$ cat config.mk
export PLATFORM = sky130hd
export DESIGN_NAME = rain_burst_sample_qualifier
export DESIGN_NICKNAME = d
export VERILOG_FILES = /design/src/rbsq_pkg.sv /design/src/rbsq_regs.sv /design/src/rbsq_ctrl.sv /design/src/rbsq_dp.sv /design/src/rain_burst_sample_qualifier.sv
export SDC_FILE = /design/constraint.sdc
export NUM_CORES = 1
export LEC_CHECK = 0
export ABC_CLOCK_PERIOD_IN_PS = 5800
export BUFFER_PORTS_ARGS = -buffer_cell sky130_fd_sc_hd__buf_2
export CAP_MARGIN = 20
export CELL_PAD_IN_SITES_DETAIL_PLACEMENT = 1
export CELL_PAD_IN_SITES_GLOBAL_PLACEMENT = 1
export CORE_ASPECT_RATIO = 0.5
export CORE_MARGIN = 10
export CORE_UTILIZATION = 40
export DETAILED_ROUTE_END_ITERATION = 8
export PLACE_DENSITY = 0.83
export RECOVER_POWER = 100
export SLEW_MARGIN = 40
export SYNTH_ARGS = -nofsm -noshare
export SYNTH_HDL_FRONTEND = slang
export SYNTH_SLANG_ARGS = --single-unit
export TNS_END_PERCENT = 50
$ cat constraint.sdc
create_clock -name clk_i -period 5.8 [get_ports clk_i]
set_input_delay 1.74 -clock clk_i [delete_from_list [all_inputs] [get_ports clk_i]]
set_output_delay 1.74 -clock clk_i [all_outputs]
set_load 0.01 [all_outputs]
$ cat src/rbsq_pkg.sv
// rain burst sample qualifier: shared constants, codes and types
// no dependencies; imported by every module of the block
`default_nettype none

package rbsq_pkg;

  // sizing
  localparam int unsigned MAX_PROBES    = 4;
  localparam int unsigned HISTORY_DEPTH = 6;
  localparam int unsigned DATA_W        = 16;
  localparam int unsigned CNT_W         = $clog2(MAX_PROBES + 1);
  localparam int unsigned SUM_W         = DATA_W + $clog2(MAX_PROBES);
  localparam int unsigned STEP_W        = $clog2(SUM_W + 1);
  localparam int unsigned NUM_LANES     = 3;
  localparam int unsigned ADDR_W        = 4;
  localparam int unsigned PDATA_W       = 32;

  // divider lanes
  localparam int unsigned LANE_BEFORE = 0;
  localparam int unsigned LANE_BURST  = 1;
  localparam int unsigned LANE_AFTER  = 2;

  // result status codes
  localparam logic [2:0] STS_OK    = 3'd0;
  localparam logic [2:0] STS_GAP   = 3'd1;
  localparam logic [2:0] STS_LOW   = 3'd2;
  localparam logic [2:0] STS_STEP  = 3'd3;
  localparam logic [2:0] STS_OTHER = 3'd4;

  // source codes
  localparam logic [1:0] CH_A = 2'd0;
  localparam logic [1:0] CH_B = 2'd1;

  // register indexes
  localparam logic [1:0] REG_GAP_LIMIT  = 2'd0;
  localparam logic [1:0] REG_CALIBRATED = 2'd1;
  localparam logic [1:0] REG_MIN_BURST  = 2'd2;
  localparam logic [1:0] REG_STEP_LIMIT = 2'd3;

  // register reset values
  localparam logic [DATA_W-1:0] RST_GAP_LIMIT  = 16'd1000;
  localparam logic              RST_CALIBRATED = 1'b0;
  localparam logic [DATA_W-1:0] RST_MIN_BURST  = 16'd34000;
  localparam logic [DATA_W-1:0] RST_STEP_LIMIT = 16'd250;

  typedef struct packed {
    logic [DATA_W-1:0] gap_limit;
    logic              calibrated;
    logic [DATA_W-1:0] min_burst;
    logic [DATA_W-1:0] dc_step_limit;
  } cfg_t;

  // controller to datapath commands
  typedef struct packed {
    logic load;      // capture input word
    logic accum;     // add probe into group sums
    logic clear;     // clear group sums and count
    logic div_init;  // load dividers from sums
    logic div_step;  // one quotient bit on every lane
    logic finish;    // channel decision and result
    logic reject;    // probe rejected result
  } cmd_t;

  // datapath to controller status
  typedef struct packed {
    logic gap_fail;
    logic burst_low;
    logic group_end;
  } sts_t;

  function automatic logic [DATA_W-1:0] abs_gap(input logic [DATA_W-1:0] a,
                                                input logic [DATA_W-1:0] b);
    return (a >= b) ? (a - b) : (b - a);
  endfunction

endpackage

`default_nettype wire

$ cat src/rbsq_regs.sv
// configuration register file behind the apb-style port
// depends on rbsq_pkg
`default_nettype none

module rbsq_regs (
  input  wire logic                         clk_i,
  input  wire logic                         rst_ni,
  input  wire logic                         psel,
  input  wire logic                         penable,
  input  wire logic                         pwrite,
  input  wire logic [rbsq_pkg::ADDR_W-1:0]  paddr,
  input  wire logic [rbsq_pkg::PDATA_W-1:0] pwdata,
  output logic      [rbsq_pkg::PDATA_W-1:0] prdata,
  output logic                              pready,
  output rbsq_pkg::cfg_t                    cfg_o
);
  import rbsq_pkg::*;

  cfg_t       cfg_q, cfg_d;
  logic       wr_en;
  logic [1:0] reg_idx;

  assign pready  = 1'b1;
  assign reg_idx = paddr[ADDR_W-1:2];
  assign wr_en   = psel && penable && pwrite && pready;

  // register write decode
  always_comb begin
    cfg_d = cfg_q;
    if (wr_en) begin
      unique case (reg_idx)
        REG_GAP_LIMIT:  cfg_d.gap_limit     = pwdata[DATA_W-1:0];
        REG_CALIBRATED: cfg_d.calibrated    = pwdata[0];
        REG_MIN_BURST:  cfg_d.min_burst     = pwdata[DATA_W-1:0];
        REG_STEP_LIMIT: cfg_d.dc_step_limit = pwdata[DATA_W-1:0];
        default:        cfg_d = cfg_q;
      endcase
    end
  end

  always_ff @(posedge clk_i or negedge rst_ni) begin
    if (!rst_ni) begin
      cfg_q.gap_limit     <= RST_GAP_LIMIT;
      cfg_q.calibrated    <= RST_CALIBRATED;
      cfg_q.min_burst     <= RST_MIN_BURST;
      cfg_q.dc_step_limit <= RST_STEP_LIMIT;
    end else begin
      cfg_q <= cfg_d;
    end
  end

  // read mux
  always_comb begin
    unique case (reg_idx)
      REG_GAP_LIMIT:  prdata = PDATA_W'(cfg_q.gap_limit);
      REG_CALIBRATED: prdata = PDATA_W'(cfg_q.calibrated);
      REG_MIN_BURST:  prdata = PDATA_W'(cfg_q.min_burst);
      REG_STEP_LIMIT: prdata = PDATA_W'(cfg_q.dc_step_limit);
      default:        prdata = '0;
    endcase
  end

  assign cfg_o = cfg_q;

endmodule

`default_nettype wire

$ cat src/rbsq_ctrl.sv
// sequencing state machine: probe checks, group sums, division, result
// depends on rbsq_pkg
`default_nettype none

module rbsq_ctrl (
  input  wire logic          clk_i,
  input  wire logic          rst_ni,
  input  wire logic          in_valid_i,
  output logic               in_ready_o,
  output logic               out_valid_o,
  input  wire logic          out_ready_i,
  input  rbsq_pkg::sts_t     sts_i,
  output rbsq_pkg::cmd_t     cmd_o
);
  import rbsq_pkg::*;

  localparam logic [2:0] S_IDLE  = 3'd0;
  localparam logic [2:0] S_EVAL  = 3'd1;
  localparam logic [2:0] S_DINIT = 3'd2;
  localparam logic [2:0] S_DIV   = 3'd3;
  localparam logic [2:0] S_FIN   = 3'd4;
  localparam logic [2:0] S_OUT   = 3'd5;

  logic [2:0]        state_q, state_d;
  logic [STEP_W-1:0] step_q, step_d;

  assign in_ready_o  = (state_q == S_IDLE);
  assign out_valid_o = (state_q == S_OUT);

  // next state and commands
  always_comb begin
    state_d = state_q;
    step_d  = step_q;
    cmd_o   = '0;
    unique case (state_q)
      S_IDLE: begin
        if (in_valid_i) begin
          cmd_o.load = 1'b1;
          state_d    = S_EVAL;
        end
      end
      S_EVAL: begin
        if (sts_i.gap_fail || sts_i.burst_low) begin
          cmd_o.reject = 1'b1;
          cmd_o.clear  = 1'b1;
          state_d      = S_OUT;
        end else begin
          cmd_o.accum = 1'b1;
          state_d     = sts_i.group_end ? S_DINIT : S_IDLE;
        end
      end
      S_DINIT: begin
        cmd_o.div_init = 1'b1;
        cmd_o.clear    = 1'b1;
        step_d         = '0;
        state_d        = S_DIV;
      end
      S_DIV: begin
        cmd_o.div_step = 1'b1;
        step_d         = step_q + STEP_W'(1);
        if (step_q == STEP_W'(SUM_W - 1)) begin
          state_d = S_FIN;
        end
      end
      S_FIN: begin
        cmd_o.finish = 1'b1;
        state_d      = S_OUT;
      end
      S_OUT: begin
        if (out_ready_i) begin
          state_d = S_IDLE;
        end
      end
      default: state_d = S_IDLE;
    endcase
  end

  always_ff @(posedge clk_i or negedge rst_ni) begin
    if (!rst_ni) begin
      state_q <= S_IDLE;
      step_q  <= '0;
    end else begin
      state_q <= state_d;
      step_q  <= step_d;
    end
  end

endmodule

`default_nettype wire

$ cat src/rbsq_dp.sv
// datapath: input capture, probe checks, group sums, bit-serial dividers,
// per-channel dc tracking and burst history; depends on rbsq_pkg
`default_nettype none

module rbsq_dp (
  input  wire logic                        clk_i,
  input  wire logic                        rst_ni,
  input  rbsq_pkg::cfg_t                   cfg_i,
  input  rbsq_pkg::cmd_t                   cmd_i,
  output rbsq_pkg::sts_t                   sts_o,
  input  wire logic [1:0]                  channel_i,
  input  wire logic [rbsq_pkg::DATA_W-1:0] dc_before_i,
  input  wire logic [rbsq_pkg::DATA_W-1:0] burst_level_i,
  input  wire logic [rbsq_pkg::DATA_W-1:0] dc_after_i,
  input  wire logic                        last_probe_i,
  output logic      [rbsq_pkg::DATA_W-1:0] value_o,
  output logic      [2:0]                  status_o
);
  import rbsq_pkg::*;

  // captured word
  logic [1:0]        ch_q;
  logic [DATA_W-1:0] before_q, burst_q, after_q;
  logic              last_q;

  // group state
  logic [SUM_W-1:0]  sum_q [NUM_LANES];
  logic [CNT_W-1:0]  cnt_q;

  // dividers
  logic [SUM_W-1:0]  dvd_q [NUM_LANES];
  logic [SUM_W-1:0]  dvd_nx [NUM_LANES];
  logic [CNT_W-1:0]  rem_q [NUM_LANES];
  logic [CNT_W-1:0]  rem_nx [NUM_LANES];
  logic [CNT_W-1:0]  div_q;

  // channel tracking
  logic [DATA_W-1:0] prev_a_q [2];
  logic [DATA_W-1:0] prev_b_q [2];
  logic [DATA_W-1:0] hist_a_q [HISTORY_DEPTH];
  logic [DATA_W-1:0] hist_b_q [HISTORY_DEPTH];

  logic [DATA_W-1:0] value_q;
  logic [2:0]        status_q;

  logic [DATA_W-1:0] avg_before, avg_burst, avg_after;
  logic [DATA_W-1:0] prev0, prev1;
  logic              is_led, step_ok;

  // probe checks on the captured word
  assign sts_o.gap_fail  = cfg_i.calibrated &&
                           (abs_gap(after_q, before_q) >= cfg_i.gap_limit);
  assign sts_o.burst_low = (burst_q <= cfg_i.min_burst);
  assign sts_o.group_end = last_q || (cnt_q == CNT_W'(MAX_PROBES - 1));

  // one restoring division step per lane
  always_comb begin
    logic [CNT_W:0] trial;
    logic           ge;
    for (int l = 0; l < NUM_LANES; l++) begin
      trial     = {rem_q[l], dvd_q[l][SUM_W-1]};
      ge        = (trial >= {1'b0, div_q});
      rem_nx[l] = ge ? CNT_W'(trial - {1'b0, div_q}) : trial[CNT_W-1:0];
      dvd_nx[l] = {dvd_q[l][SUM_W-2:0], ge};
    end
  end

  // averages and dc step check
  assign avg_before = dvd_q[LANE_BEFORE][DATA_W-1:0];
  assign avg_burst  = dvd_q[LANE_BURST][DATA_W-1:0];
  assign avg_after  = dvd_q[LANE_AFTER][DATA_W-1:0];
  assign is_led     = (ch_q == CH_A) || (ch_q == CH_B);
  assign prev0      = (ch_q == CH_A) ? prev_a_q[0] : prev_b_q[0];
  assign prev1      = (ch_q == CH_A) ? prev_a_q[1] : prev_b_q[1];
  assign step_ok    = (abs_gap(prev0, avg_before) <= cfg_i.dc_step_limit) &&
                      (abs_gap(prev1, avg_after) <= cfg_i.dc_step_limit);

  // input capture
  always_ff @(posedge clk_i) begin
    if (cmd_i.load) begin
      ch_q     <= channel_i;
      before_q <= dc_before_i;
      burst_q  <= burst_level_i;
      after_q  <= dc_after_i;
      last_q   <= last_probe_i;
    end
  end

  // group sums and probe count
  always_ff @(posedge clk_i or negedge rst_ni) begin
    if (!rst_ni) begin
      for (int l = 0; l < NUM_LANES; l++) sum_q[l] <= '0;
      cnt_q <= '0;
    end else if (cmd_i.clear) begin
      for (int l = 0; l < NUM_LANES; l++) sum_q[l] <= '0;
      cnt_q <= '0;
    end else if (cmd_i.accum) begin
      sum_q[LANE_BEFORE] <= sum_q[LANE_BEFORE] + SUM_W'(before_q);
      sum_q[LANE_BURST]  <= sum_q[LANE_BURST] + SUM_W'(burst_q);
      sum_q[LANE_AFTER]  <= sum_q[LANE_AFTER] + SUM_W'(after_q);
      cnt_q              <= cnt_q + CNT_W'(1);
    end
  end

  // divider registers
  always_ff @(posedge clk_i) begin
    if (cmd_i.div_init) begin
      for (int l = 0; l < NUM_LANES; l++) begin
        dvd_q[l] <= sum_q[l];
        rem_q[l] <= '0;
      end
      div_q <= cnt_q;
    end else if (cmd_i.div_step) begin
      for (int l = 0; l < NUM_LANES; l++) begin
        dvd_q[l] <= dvd_nx[l];
        rem_q[l] <= rem_nx[l];
      end
    end
  end

  // previous dc levels and burst history per channel
  always_ff @(posedge clk_i or negedge rst_ni) begin
    if (!rst_ni) begin
      for (int k = 0; k < 2; k++) begin
        prev_a_q[k] <= '0;
        prev_b_q[k] <= '0;
      end
      for (int k = 0; k < HISTORY_DEPTH; k++) begin
        hist_a_q[k] <= '0;
        hist_b_q[k] <= '0;
      end
    end else if (cmd_i.finish) begin
      if (ch_q == CH_A) begin
        prev_a_q[0] <= avg_before;
        prev_a_q[1] <= avg_after;
        if (step_ok) begin
          for (int k = HISTORY_DEPTH - 1; k > 0; k--) hist_a_q[k] <= hist_a_q[k-1];
          hist_a_q[0] <= avg_burst;
        end
      end else if (ch_q == CH_B) begin
        prev_b_q[0] <= avg_before;
        prev_b_q[1] <= avg_after;
        if (step_ok) begin
          for (int k = HISTORY_DEPTH - 1; k > 0; k--) hist_b_q[k] <= hist_b_q[k-1];
          hist_b_q[0] <= avg_burst;
        end
      end
    end
  end

  // result register
  always_ff @(posedge clk_i) begin
    if (cmd_i.reject) begin
      value_q  <= '0;
      status_q <= sts_o.gap_fail ? STS_GAP : STS_LOW;
    end else if (cmd_i.finish) begin
      if (!is_led) begin
        value_q  <= avg_burst;
        status_q <= STS_OTHER;
      end else if (step_ok) begin
        value_q  <= avg_burst;
        status_q <= STS_OK;
      end else begin
        value_q  <= '0;
        status_q <= STS_STEP;
      end
    end
  end

  assign value_o  = value_q;
  assign status_o = status_q;

endmodule

`default_nettype wire

$ cat src/rain_burst_sample_qualifier.sv
// top level of the rain burst sample qualifier
// depends on rbsq_pkg, rbsq_regs, rbsq_ctrl, rbsq_dp
`default_nettype none

// Takes one probe word (dc before, burst, dc after) at a time and answers a
// group of up to four probes with one result word. A probe that is summed but
// does not close its group gives no result word; a rejected probe (dc gap or
// low burst) gives its result word after the check; a probe that closes a
// group gives its result after capture, check, divider load, 18 steps of the
// bit-serial dividers that average the three sums (one quotient bit per cycle,
// one per sum width bit), and the channel decision. The input is ready again
// in the cycle after the result word is taken, or after the check of a probe
// that is summed but does not close its group, so one word is in flight at a
// time. Configuration writes take effect at once and belong in idle periods.

module rain_burst_sample_qualifier (
  input  wire logic                         clk_i,
  input  wire logic                         rst_ni,
  // configuration
  input  wire logic                         psel,
  input  wire logic                         penable,
  input  wire logic                         pwrite,
  input  wire logic [rbsq_pkg::ADDR_W-1:0]  paddr,
  input  wire logic [rbsq_pkg::PDATA_W-1:0] pwdata,
  output logic      [rbsq_pkg::PDATA_W-1:0] prdata,
  output logic                              pready,
  // probe words
  input  wire logic                         in_valid_i,
  output logic                              in_ready_o,
  input  wire logic [1:0]                   channel_i,
  input  wire logic [rbsq_pkg::DATA_W-1:0]  dc_before_i,
  input  wire logic [rbsq_pkg::DATA_W-1:0]  burst_level_i,
  input  wire logic [rbsq_pkg::DATA_W-1:0]  dc_after_i,
  input  wire logic                         last_probe_i,
  // result words
  output logic                              out_valid_o,
  input  wire logic                         out_ready_i,
  output logic      [rbsq_pkg::DATA_W-1:0]  value_o,
  output logic      [2:0]                   status_o
);
  import rbsq_pkg::*;

  cfg_t cfg;
  cmd_t cmd;
  sts_t sts;

  rbsq_regs u_regs (
    .clk_i   (clk_i),
    .rst_ni  (rst_ni),
    .psel    (psel),
    .penable (penable),
    .pwrite  (pwrite),
    .paddr   (paddr),
    .pwdata  (pwdata),
    .prdata  (prdata),
    .pready  (pready),
    .cfg_o   (cfg)
  );

  rbsq_ctrl u_ctrl (
    .clk_i       (clk_i),
    .rst_ni      (rst_ni),
    .in_valid_i  (in_valid_i),
    .in_ready_o  (in_ready_o),
    .out_valid_o (out_valid_o),
    .out_ready_i (out_ready_i),
    .sts_i       (sts),
    .cmd_o       (cmd)
  );

  rbsq_dp u_dp (
    .clk_i         (clk_i),
    .rst_ni        (rst_ni),
    .cfg_i         (cfg),
    .cmd_i         (cmd),
    .sts_o         (sts),
    .channel_i     (channel_i),
    .dc_before_i   (dc_before_i),
    .burst_level_i (burst_level_i),
    .dc_after_i    (dc_after_i),
    .last_probe_i  (last_probe_i),
    .value_o       (value_o),
    .status_o      (status_o)
  );

  // one word in flight: never ready for input while a result is shown
  assert property (@(posedge clk_i) disable iff (!rst_ni)
    !(in_ready_o && out_valid_o))
    else $error("input ready while result pending");

  // a taken result word is not shown again
  assert property (@(posedge clk_i) disable iff (!rst_ni)
    out_valid_o && out_ready_i |=> !out_valid_o)
    else $error("result word repeated");

  // rejected results carry a zero value
  assert property (@(posedge clk_i) disable iff (!rst_ni)
    out_valid_o && (status_o == STS_GAP || status_o == STS_LOW ||
                    status_o == STS_STEP) |-> value_o == '0)
    else $error("nonzero value on rejected result");

  // an accepted probe never yields a result in the very next cycle
  assert property (@(posedge clk_i) disable iff (!rst_ni)
    in_valid_i && in_ready_o |=> !out_valid_o)
    else $error("result before probe evaluation");

endmodule

`default_nettype wire

* Word level (Yosys, flattened, before mapping) *
Memories as Yosys holds them, arrays and structs flattened.
Index checks and enable logic that the tools add are counted.

storage, ports and cells
  register bits = 251
  RAM bits = 63
  word-level logic and storage cells = 137
  memories = 2

operators by class
  add/sub/neg operators = 14
  $lt $le $gt $ge = 10
  eq/ne operators = 14
  muxes and demuxes = 48
  bitwise operators = 7
  reductions and logical operators = 20

memories
  memory      words  width  rd ports  clocked after memory_dff  wr ports  RTL line       RTL
  u_dp.dvd_q  3      18     3         0                         3         rbsq_dp.sv:31  logic [SUM_W-1:0] dvd_q [NUM_LANES];
  u_dp.rem_q  3      3      3         0                         3         rbsq_dp.sv:33  logic [CNT_W-1:0] rem_q [NUM_LANES];

operators by type and width
  kind                                                              number
  32-bit one-hot mux with 4 select lines                            1
  16-bit 2-to-1 mux                                                 7
  54-bit 2-to-1 mux                                                 2
  16-bit subtractor                                                 6
  16-bit >= comparator                                              4
  18-bit by 16-bit adder with 18-bit output                         3
  18-bit 2-to-1 mux                                                 3
  16-bit less-or-equal comparator                                   3
  3-bit 2-to-1 mux                                                  15
  3-bit one-hot mux with 6 select lines                             1
  1-bit 2-to-1 mux                                                  14
  4-bit by 3-bit >= comparator with 1-bit output                    3
  5-bit one-hot mux with 2 select lines                             1
  2-bit AND reduction                                               5
  3-bit by 2-bit == test with 1-bit output (second input constant)  3
  3-bit subtractor                                                  3
  3-bit == test (second input constant)                             2
  2-bit 2-to-1 mux                                                  3
  1-bit bitwise OR                                                  6
  3-bit AND reduction                                               2
  2-bit nonzero test                                                3
  5-bit by 1-bit adder with 5-bit output (second input constant)    1
  5-bit == test (second input constant)                             1
  2-bit by 1-bit == test with 1-bit output (second input constant)  2
  other kinds (11)                                                  19

* Depth between registers and ports, before layout *
Gate-level depths: netlist (run 1).

  word-level depth = 10
  gate-level depth with buffers = 28
  depth with buffers taken out = 23

* By module *
Synthesis (run 1) repeated with hierarchy kept, for this count alone.

second synthesis, totals
  cells, all modules = 2,142
  area, all modules = 21,435.6 um2

modules (own cells, without submodules)
  module     times used  cells an instance  area each (um2)  seq. area each (um2)
  rbsq_dp    1           1,916              18,477.7         6,951.7
  rbsq_regs  1           165                2,423.6          1,247.4
  rbsq_ctrl  1           61                 534.3            200.2

* Least setup slack after synthesis (run 1) *
OpenSTA, ideal clock, no wires.

  kind = register to register
  from = register u_dp.ch_q[1]
  to = register u_dp.value_q[6] (netlist: u_dp.value_o[6])
  setup time = 0.059 ns
  arrival time = 5.925 ns
  data required time = 5.741 ns
  path slack = -0.184 ns
  stages on the path, launching flop included = 28
  path buffers = 5
  path through = edfxtp_1 nor2_1 clkbuf_1 mux2_2 inv_1 ha_1 fa_1 nor2b_1 o31a_1 o21ai_1 a221o_1 a311o_1 buf_2 buf_2 a221oi_1 xnor2_1 ha_1 a21o_1 a21o_1 a21o_1 a21o_1 a211o_1 a221oi_1 o22ai_1 nor2b_1 clkbuf_1 buf_2 a22o_1

on the way
  longest elaborated chain between the ends = 8

ends and longest elaborated chain
  element                                                    RTL line                                     RTL
  start, declared                                            rbsq_dp.sv:22                                logic [1:0] ch_q;
  start signal, assigned                                     rbsq_dp.sv:81                                ch_q <= channel_i;
  2-bit zero test                                            rbsq_dp.sv:72, rbsq_dp.sv:73, rbsq_dp.sv:74
  16-bit 2-to-1 mux (on tied branches)                       rbsq_dp.sv:73, rbsq_dp.sv:74
  16-bit subtractor or 16-bit >= comparator (tied branches)  rbsq_pkg.sv:73                               return (a >= b) ? (a - b) : (b - a);
  16-bit 2-to-1 mux                                          rbsq_pkg.sv:73
  16-bit less-or-equal comparator (on tied branches)         rbsq_dp.sv:75, rbsq_dp.sv:76
  1-bit logical AND                                          rbsq_dp.sv:75                                assign step_ok = (abs_gap(prev0, avg_before) <= cfg_i.dc_step_limit) &&
  16-bit 2-to-1 mux                                          rbsq_dp.sv:160                               end else if (step_ok) begin
  16-bit 2-to-1 mux (*)                                      rbsq_dp.sv:157                               if (!is_led) begin
  end signal, assigned                                       rbsq_dp.sv:158                               value_q <= avg_burst;
  end signal, assigned                                       rbsq_dp.sv:161                               value_q <= avg_burst;
  end, declared                                              rbsq_dp.sv:43                                logic [DATA_W-1:0] value_q;

Mark *: on every way between the ends. The rest lies on a longest branch, timed or not.
A chain may end at the register's enable or synchronous reset.

* Worst setup path after layout (run 1) *
  from = register u_dp.ch_q[0]
  to = register u_dp.value_q[13] (netlist: u_dp.value_o[13])

The elaborated chain is that of the path after synthesis.

==> flow_summary.yaml, run 1 <==
outcome:
  status: "finished with violations"
  violations: "capacitance limit, slew limit"
worst_setup_path:
  worst-r2r-setup-slack_ns: 0.05
  end_kind: "flip-flop"
  cp.required_ns: 6.34
  startpoint: "u_dp.ch_q[0]$_DFFE_PP_"
  worstReg2RegStart: "u_dp.ch_q[0]$_DFFE_PP_"
  crit_fanout: 22
  rr_worst_depth: 23
  r2r-end: "u_dp.value_o[13]$_SDFFE_PP0P_"
  startpoint_type: "flip-flop"
  worstSetupPathType: "flip-flop to flip-flop"
  crit_arrival_ns: 6.29
  cp-endpoint: "u_dp.value_o[13]$_SDFFE_PP0P_"
sta:
  slew_headroom_pct: -36.81
  hold_ws_ns: 0.4763
  setup_viol: 0
  fmax_ghz: 0.1740
  setup_ws_ns: 0.05413
  hold_violations: 0
  setup_tns_ns: 0
  fin_crit_sh_pct: 99.07
  slew_viol_final: 93
  worst-slew-pin-transition_ns: 2.052
  fin_skew_ns: 0.02691
  min_period_ns: 5.746
  rsz0062_at_grt: "yes"
detailed_routing:
  firstDrtPassIters: 5
  ant_nets: 0
  route.detailed.drc: 0
  totalWireLength_um: 65760
  first_iter_violations: 1225
  wire_per_inst_um: 22.37
  avgViaCountPerCell: 5.674
  via_count: 16680
logic_synthesis:
  synthAdderAreaFrac_pct: 14.62
  synth_top_flop_cell: "dfrtp_1"
  synth_top_family_by_area: "compound AO/OA/AOI/OAI gates"
  synth-seq-area-share_pct: 41.37
  synthDominantCellAreaShare_pct: 19.85
  synth_top_area_cell: "dfrtp_1"
  ys_ff_latch: 314
  syn_area_per_cell_um2: 9.751
  ys_warn_count: 0
  synth.most_common_cell: "o21ai_0"
  synth_simple_gate_area_share_pct: 10.65
  synthCells: 2082
  synth_mux_area_share_pct: 5.738
  async_flop_share_pct: 56.69
  synth_common_cells: "o21ai_0 (247), nand2_1 (244), ha_1 (218), inv_1 (183), dfrtp_1 (161)"
  synth_xor_area_share_pct: 3.797
  synth_area_um2: 20300
  synth_compound_area_share_pct: 18.08
  synth_edf_count: 120
  synth_cell_types: 74
  synth_area_leaders: "dfrtp_1 (20%), edfxtp_1 (18%), ha_1 (13%), o21ai_0 (6.1%), nand2_1 (4.5%)"
global_route:
  grt_max_degree: 100
  first_global_vias: 17740
  grtUsageTotal_pct: 20.69
  grt_overflow_total: 0
  antenna_found_initial: 1
  grt_pass1_wl_um: 101000
clocking:
  cts-htree-levels: 1
  cts_tree: "yes"
  clock_latency_ns: 0.60
  cts_buffers: 31
  clock-sinks: 314
  cts_root_buffer: "clkbuf_16"
  clkTransAtPathRegs_ns: 0.06
  ctsHoldBuffers: 0
  clock_path_buffers: 3
floorplanning:
  die_w_um: 338.6
  core_um2: 50220
  die_h_um: 179.3
  io_pins: 148
  die-area_um2: 60710
  initial_core_util_pct: 40.43
  rows: 58
pwr:
  internal_power_uw: 7706
  clock_power_share_pct: 15.8
  p_sw_uw: 6042
  seqPwrFrac_pct: 26.6
  power_density_nw_per_um2: 586.5
  vdd_drop_max_uv: 323.2
  share_comb_of_total_power_pct: 57.6
  netSwitchingFraction_pct: 43.95
  leakagePower_uw: 0.01088
final_layout:
  layout-drive-gt1-share_pct: 16.95
  syn2layout_area_growth_pct: 15.47
  final_core_util_pct: 46.68
  nets: 2547
  multi_input_area_um2: 11150
  register_area_um2: 8399
  n_fill_cell: 5740
placed_design:
  hpwl_um: 46710
  gp_congestion: 0.9085
  pre_cts_ws_ns: -0.1720
  io_buffers: 112
hold_path:
  hp-class: "flip-flop to flip-flop"
job:
  drv_cap: 2
==> what timing repair did <==
action	in CTS	in global routing
cloned	1	2
endpoints found under the setup margin	24	25
buffers inserted	0	12
resized for setup	11	50
pin swaps	1	29
==> metrics by stage <==
stage / cell area [µm²] / instances / total power [µW]
6_report: 23440 / 2939 / 13750
5_1_grt: 23440 / 2938 / 14740
4_1_cts: 23030 / 2924 / 13220
3_5_place_dp: 21910 / 2865 / 10810
3_3_place_gp: 21860 / 2864 / 10360
2_1_floorplan: 20360 / 2097 / 8524
==> worst max-delay path, cell delays in order (launching register included) <==
cell       delay, ns
edfxtp_1        0.43
nor2_4          0.15
buf_12          0.14
clkbuf_16       0.14
mux2_2          0.37
ha_4            0.28
o21ai_0         0.09
a21oi_1         0.25
o21ai_2         0.11
a221o_1         0.35
a311o_1         0.46
buf_4           0.27
mux2i_1         0.27
xnor2_1         0.18
ha_1            0.30
a21o_1          0.21
a21o_1          0.15
a21o_1          0.15
a211o_1         0.27
a221oi_2        0.33
o22ai_4         0.15
nor2b_4         0.27
clkbuf_16       0.22
a22o_1          0.13
==> power by group through the flow <==
stage          Combinational [µW]  Clock [µW]  Sequential, µW
6_report                     7910        2170            3660
5_1_grt                      8730        2290            3730
4_1_cts                      7380        2200            3640
3_5_place_dp                 7150           0            3660
3_3_place_gp                 6740           0            3610
2_1_floorplan                5060           0            3470
==> state kept, by name, summed over array words and instances (netlist names) <==
name            flops
u_dp.dvd_q         54
u_dp.sum_q         54
u_regs.cfg_o       49
u_dp.prev_a_q      32
u_dp.prev_b_q      32
u_dp.after_q       16
u_dp.before_q      16
u_dp.burst_q       16
u_dp.value_o       16
u_dp.rem_q          9
u_ctrl.step_q       5
u_ctrl.state_q      3
u_dp.cnt_q          3
u_dp.div_q          3
u_dp.status_o       3
u_dp.ch_q           2
u_dp.last_q         1
==> routing by layer <==
layer | vias to the layer above | GRT usage (%) | wire [µm] | part of all wire [%]
li1 | 7623 | - | - | -
met1 | 8469 | 25.74 | 27670 | 42
met2 | 437 | 37.05 | 32500 | 49
met3 | 147 | 2.839 | 3294 | 5.0
met4 | 0 | 6.775 | 2302 | 3.5
met5 | - | 0 | 0 | 0
==> worst min path at each step <==
| stage | from | to | slack (ns) | cells after the start |
|---|---|---|---|---|
| after global routing | u_dp.prev_b_q[7]$_DFFE_PN0P_ | u_dp.prev_b_q[7]$_DFFE_PN0P_ | 0.50 | 2 |
| after CTS | u_dp.prev_a_q[11]$_DFFE_PN0P_ | u_dp.prev_a_q[11]$_DFFE_PN0P_ | 0.48 | 2 |
| after detailed placement | u_dp.value_o[7]$_SDFFE_PP0P_ | u_dp.value_o[7]$_SDFFE_PP0P_ | 0.47 | 1 |
| final | u_dp.prev_a_q[11]$_DFFE_PN0P_ | u_dp.prev_a_q[11]$_DFFE_PN0P_ | 0.48 | 2 |
| after global placement | u_dp.prev_a_q[7]$_DFFE_PN0P_ | u_dp.prev_a_q[7]$_DFFE_PN0P_ | 0.46 | 2 |
| after floorplan | u_dp.prev_a_q[0]$_DFFE_PN0P_ | u_dp.prev_a_q[0]$_DFFE_PN0P_ | 0.44 | 2 |
==> logic make-up (layout without fill, tap and decap cells) <==
group                    after synthesis  after routing
adder cells (fa/ha/maj)              230            230
other                                  2             18
XOR/XNOR                              88             88
AO/OA/AOI/OAI                        585            585
buffers and inverters                280            431
AND/OR/NAND/NOR                      477            477
multiplexers                         106            106
flip-flops                           314            314
==> placed cells by master (no fill, tap or decap), drive strengths merged, types with 32 or more instances in the layout <==
| master | netlist | final |
|---|---|---|
| xor2 | 45 | 45 |
| inv | 183 | 186 |
| o21ai | 249 | 249 |
| a21oi | 100 | 100 |
| mux2 | 73 | 73 |
| edfxtp | 120 | 120 |
| buf | 36 | 183 |
| xnor2 | 43 | 43 |
| a22o | 46 | 46 |
| nor2 | 70 | 70 |
| mux2i | 32 | 32 |
| a21o | 60 | 60 |
| ha | 218 | 218 |
| dfrtp | 161 | 161 |
| nand2 | 244 | 244 |
| clkbuf | 61 | 48 |
==> cell type report <==
class / instances / share of cell area [%]
antenna: 1 / 0.01068
timing repair buffer: 190 / 5.391
clock buffer: 41 / 3.726
clock inverter: 17 / 0.8594
sequential: 314 / 35.83
tap: 690 / 3.683
inverter: 183 / 2.930
multi-input combinational: 1503 / 47.57
Note: power is estimated with default switching activity, not from simulation.
==> run 2: changes to the inputs <==
ABC_CLOCK_PERIOD_IN_PS = 6800   (was 5800)
BUFFER_PORTS_ARGS = -buffer_cell sky130_fd_sc_hd__buf_4   (was -buffer_cell sky130_fd_sc_hd__buf_2)
PLACE_DENSITY = 0.8   (was 0.83)
clock period = 6.8 ns   (was 5.8 ns; I/O delays follow)
==> run 2 against run 1 <==
- the run still ends with capacitance limit, slew limit left
- utilization fell by 1.4 points
- register-to-register slack improved by 0.36 ns
- global-route usage is 0.95 points lower
- setup slack improved by 0.36 ns
- highest routed layer is now met5
- first-iteration DRC count fell by 17%
- sequential share of layout area rose by 1.1 points
- count of clock-buffer cells in the layout up 3
==> flow_summary.yaml, run 2 (synthesized netlist as in run 1, its figures left out) <==
worst_setup_path:
  cp_slowest_stage_delay_ns: 0.67
  crit_arrival_ns: 6.86
  crit_chain: "ha_1 > inv_1 > fa_1 > a21oi_1 > o21ai_0 > a2111oi_2 > o31ai_1 > o2111ai_1 > nand2_1 > a21o_1 > mux2i_1 > xnor2_1 > ha_1 > and2_1 > o21ai_0 > o21ai_0 > o41ai_1 > and4_1 > clkbuf_2 > nand2_1 > mux2i_1"
  crit_path_frequent_cell: "o21ai_0"
  cp_slowest_cell: "a21o_1"
  critPathTopFamily: "compound AO/OA/AOI/OAI gates"
  worstSetupPathType: "flip-flop to flip-flop"
  startpoint_type: "flip-flop"
  timing.critical_path.buf_inv: 2
  cp.required_ns: 7.27
  end_kind: "flip-flop"
  crit_fanout: 15
detailed_routing:
  ant_nets: 0
  totalWireLength_um: 61300
  via_count: 16030
  wire_per_inst_um: 21.21
  firstDrtPassIters: 5
  avgViaCountPerCell: 5.548
  route.detailed.drc: 0
  first_iter_violations: 1011
clocking:
  clock_latency_ns: 0.56
  cts_resized: 0
  clkTransAtPathRegs_ns: 0.06
  cts_root_buffer: "clkbuf_16"
  ctsHoldBuffers: 0
  post_cts_buffers: 0
  cts_tree: "yes"
  clock_path_buffers: 3
  clock-sinks: 314
  cts-htree-levels: 2
  cts_buffers: 34
sta:
  rsz0062_at_grt: "no"
  fin_skew_ns: 0.01644
  worst-slew-pin-transition_ns: 4.639
  fmax_ghz: 0.1566
  hold_violations: 0
  fin_crit_sh_pct: 93.89
  slew_viol_final: 436
  setup_ws_ns: 0.4154
  setup_viol: 0
  min_period_ns: 6.385
  setup_tns_ns: 0
  slew_headroom_pct: -209.3
pwr:
  leakagePower_uw: 0.01039
  power_density_nw_per_um2: 482.5
  seqPwrFrac_pct: 28.9
  internal_power_uw: 6120
  share_comb_of_total_power_pct: 54.4
  netSwitchingFraction_pct: 44.19
  vdd_drop_max_uv: 225.2
  p_sw_uw: 4846
  clock_power_share_pct: 16.7
floorplanning:
  core_um2: 50220
  die-area_um2: 60710
  die_h_um: 179.3
  initial_core_util_pct: 40.43
  die_w_um: 338.6
  rows: 58
  io_pins: 148
final_layout:
  register_area_um2: 8399
  n_fill_cell: 5771
  nets: 2498
  layout_commonest_cell: "o21ai_0"
  diodes: 0
  layout-drive-gt1-share_pct: 10.73
  layout_common_cells: "o21ai_0 (247), nand2_1 (243), ha_1 (218), inv_1 (183), dfrtp_1 (161)"
  multi_input_area_um2: 10810
  syn2layout_area_growth_pct: 11.95
global_route:
  grtUsageTotal_pct: 19.74
  antenna_found_initial: 1
  grt.busiest_layer: "met2"
  grt_overflow_total: 0
  grt_pass1_wl_um: 95990
  met1_usage_pct: 24.43
  first_global_vias: 17190
  use_met2_pct: 34.85
  grt_max_degree: 107
  grt_use_met3_pct: 3.746
outcome:
  violations: "capacitance limit, slew limit"
  status: "finished with violations"
placed_design:
  hpwl_um: 45150
  io_buffers: 112
  gp_congestion: 0.8631
  pre_cts_ws_ns: 0.6616
job:
  drv_cap: 9
hold_path:
  hp-class: "flip-flop to flip-flop"
==> run 2: final cells by class <==
class / instances / share of cell area, %
Sequential cell: 314 / 36.96
Clock buffer: 44 / 3.953
Clock inverter: 18 / 0.7432
Tap cell: 690 / 3.799
Timing Repair Buffer: 138 / 3.958
Inverter: 183 / 3.022
Multi-Input combinational cell: 1503 / 47.57
==> run 2: path summary, 6_finish.rpt <==
kind                       slack (ns)                           from  cells past startpoint                       endpoint
min in group asynchronous        3.13                         rst_ni                      1     u_dp.sum_q[25]$_DFFE_PN0P_
hold / removal                   0.48  u_dp.prev_b_q[11]$_DFFE_PN0P_                      2  u_dp.prev_b_q[11]$_DFFE_PN0P_
setup / recovery                 0.42     u_dp.before_q[0]$_DFFE_PP_                     21     u_dp.sum_q[34]$_DFFE_PN0P_
setup reg to reg                 0.42     u_dp.before_q[0]$_DFFE_PP_                     21     u_dp.sum_q[34]$_DFFE_PN0P_
hold reg to reg                  0.48  u_dp.prev_b_q[11]$_DFFE_PN0P_                      2  u_dp.prev_b_q[11]$_DFFE_PN0P_
max in group asynchronous        1.01                         rst_ni                      1  u_dp.prev_a_q[31]$_DFFE_PN0P_
==> run 2: metrics by stage <==
step	power [µW]	hold slack, ns	instance area (µm²)	instances	util, %
CTS	11010	0.4818	22970	2890	45.74
floorplan	7269	0.4444	20360	2097	-
detailed placement	9080	0.4652	21900	2828	43.62
global placement	8736	0.4557	21860	2827	43.53
global route	11850	0.4925	22730	2890	45.26
finish	10970	0.4764	22730	2890	45.26
==> run 2: metal layers <==
| layer | vias up | part of all wire (%) |
|---|---|---|
| met5 | - | 0.021 |
| met4 | 2 | 2.8 |
| met3 | 105 | 5.5 |
| met2 | 334 | 49 |
| met1 | 8051 | 43 |
| li1 | 7541 | - |
==> run 2: power by group through the flow <==
stage | Combinational, µW | Sequential, µW | Clock [µW]
final | 5960 | 3170 | 1830
after detailed placement | 5910 | 3170 | 0
after global routing | 6680 | 3230 | 1940
after CTS | 6000 | 3140 | 1870
after global placement | 5600 | 3140 | 0
after floorplan | 4310 | 2960 | 0
==> run 2: worst reg2reg max path, cell delays in order (launching register included) <==
cell	delay, ns
edfxtp_1	0.44
ha_1	0.23
inv_1	0.09
fa_1	0.22
a21oi_1	0.11
o21ai_0	0.40
a2111oi_2	0.15
o31ai_1	0.61
o2111ai_1	0.24
nand2_1	0.12
a21o_1	0.67
mux2i_1	0.37
xnor2_1	0.21
ha_1	0.30
and2_1	0.16
o21ai_0	0.12
o21ai_0	0.13
o41ai_1	0.53
and4_1	0.48
clkbuf_2	0.42
nand2_1	0.14
mux2i_1	0.20
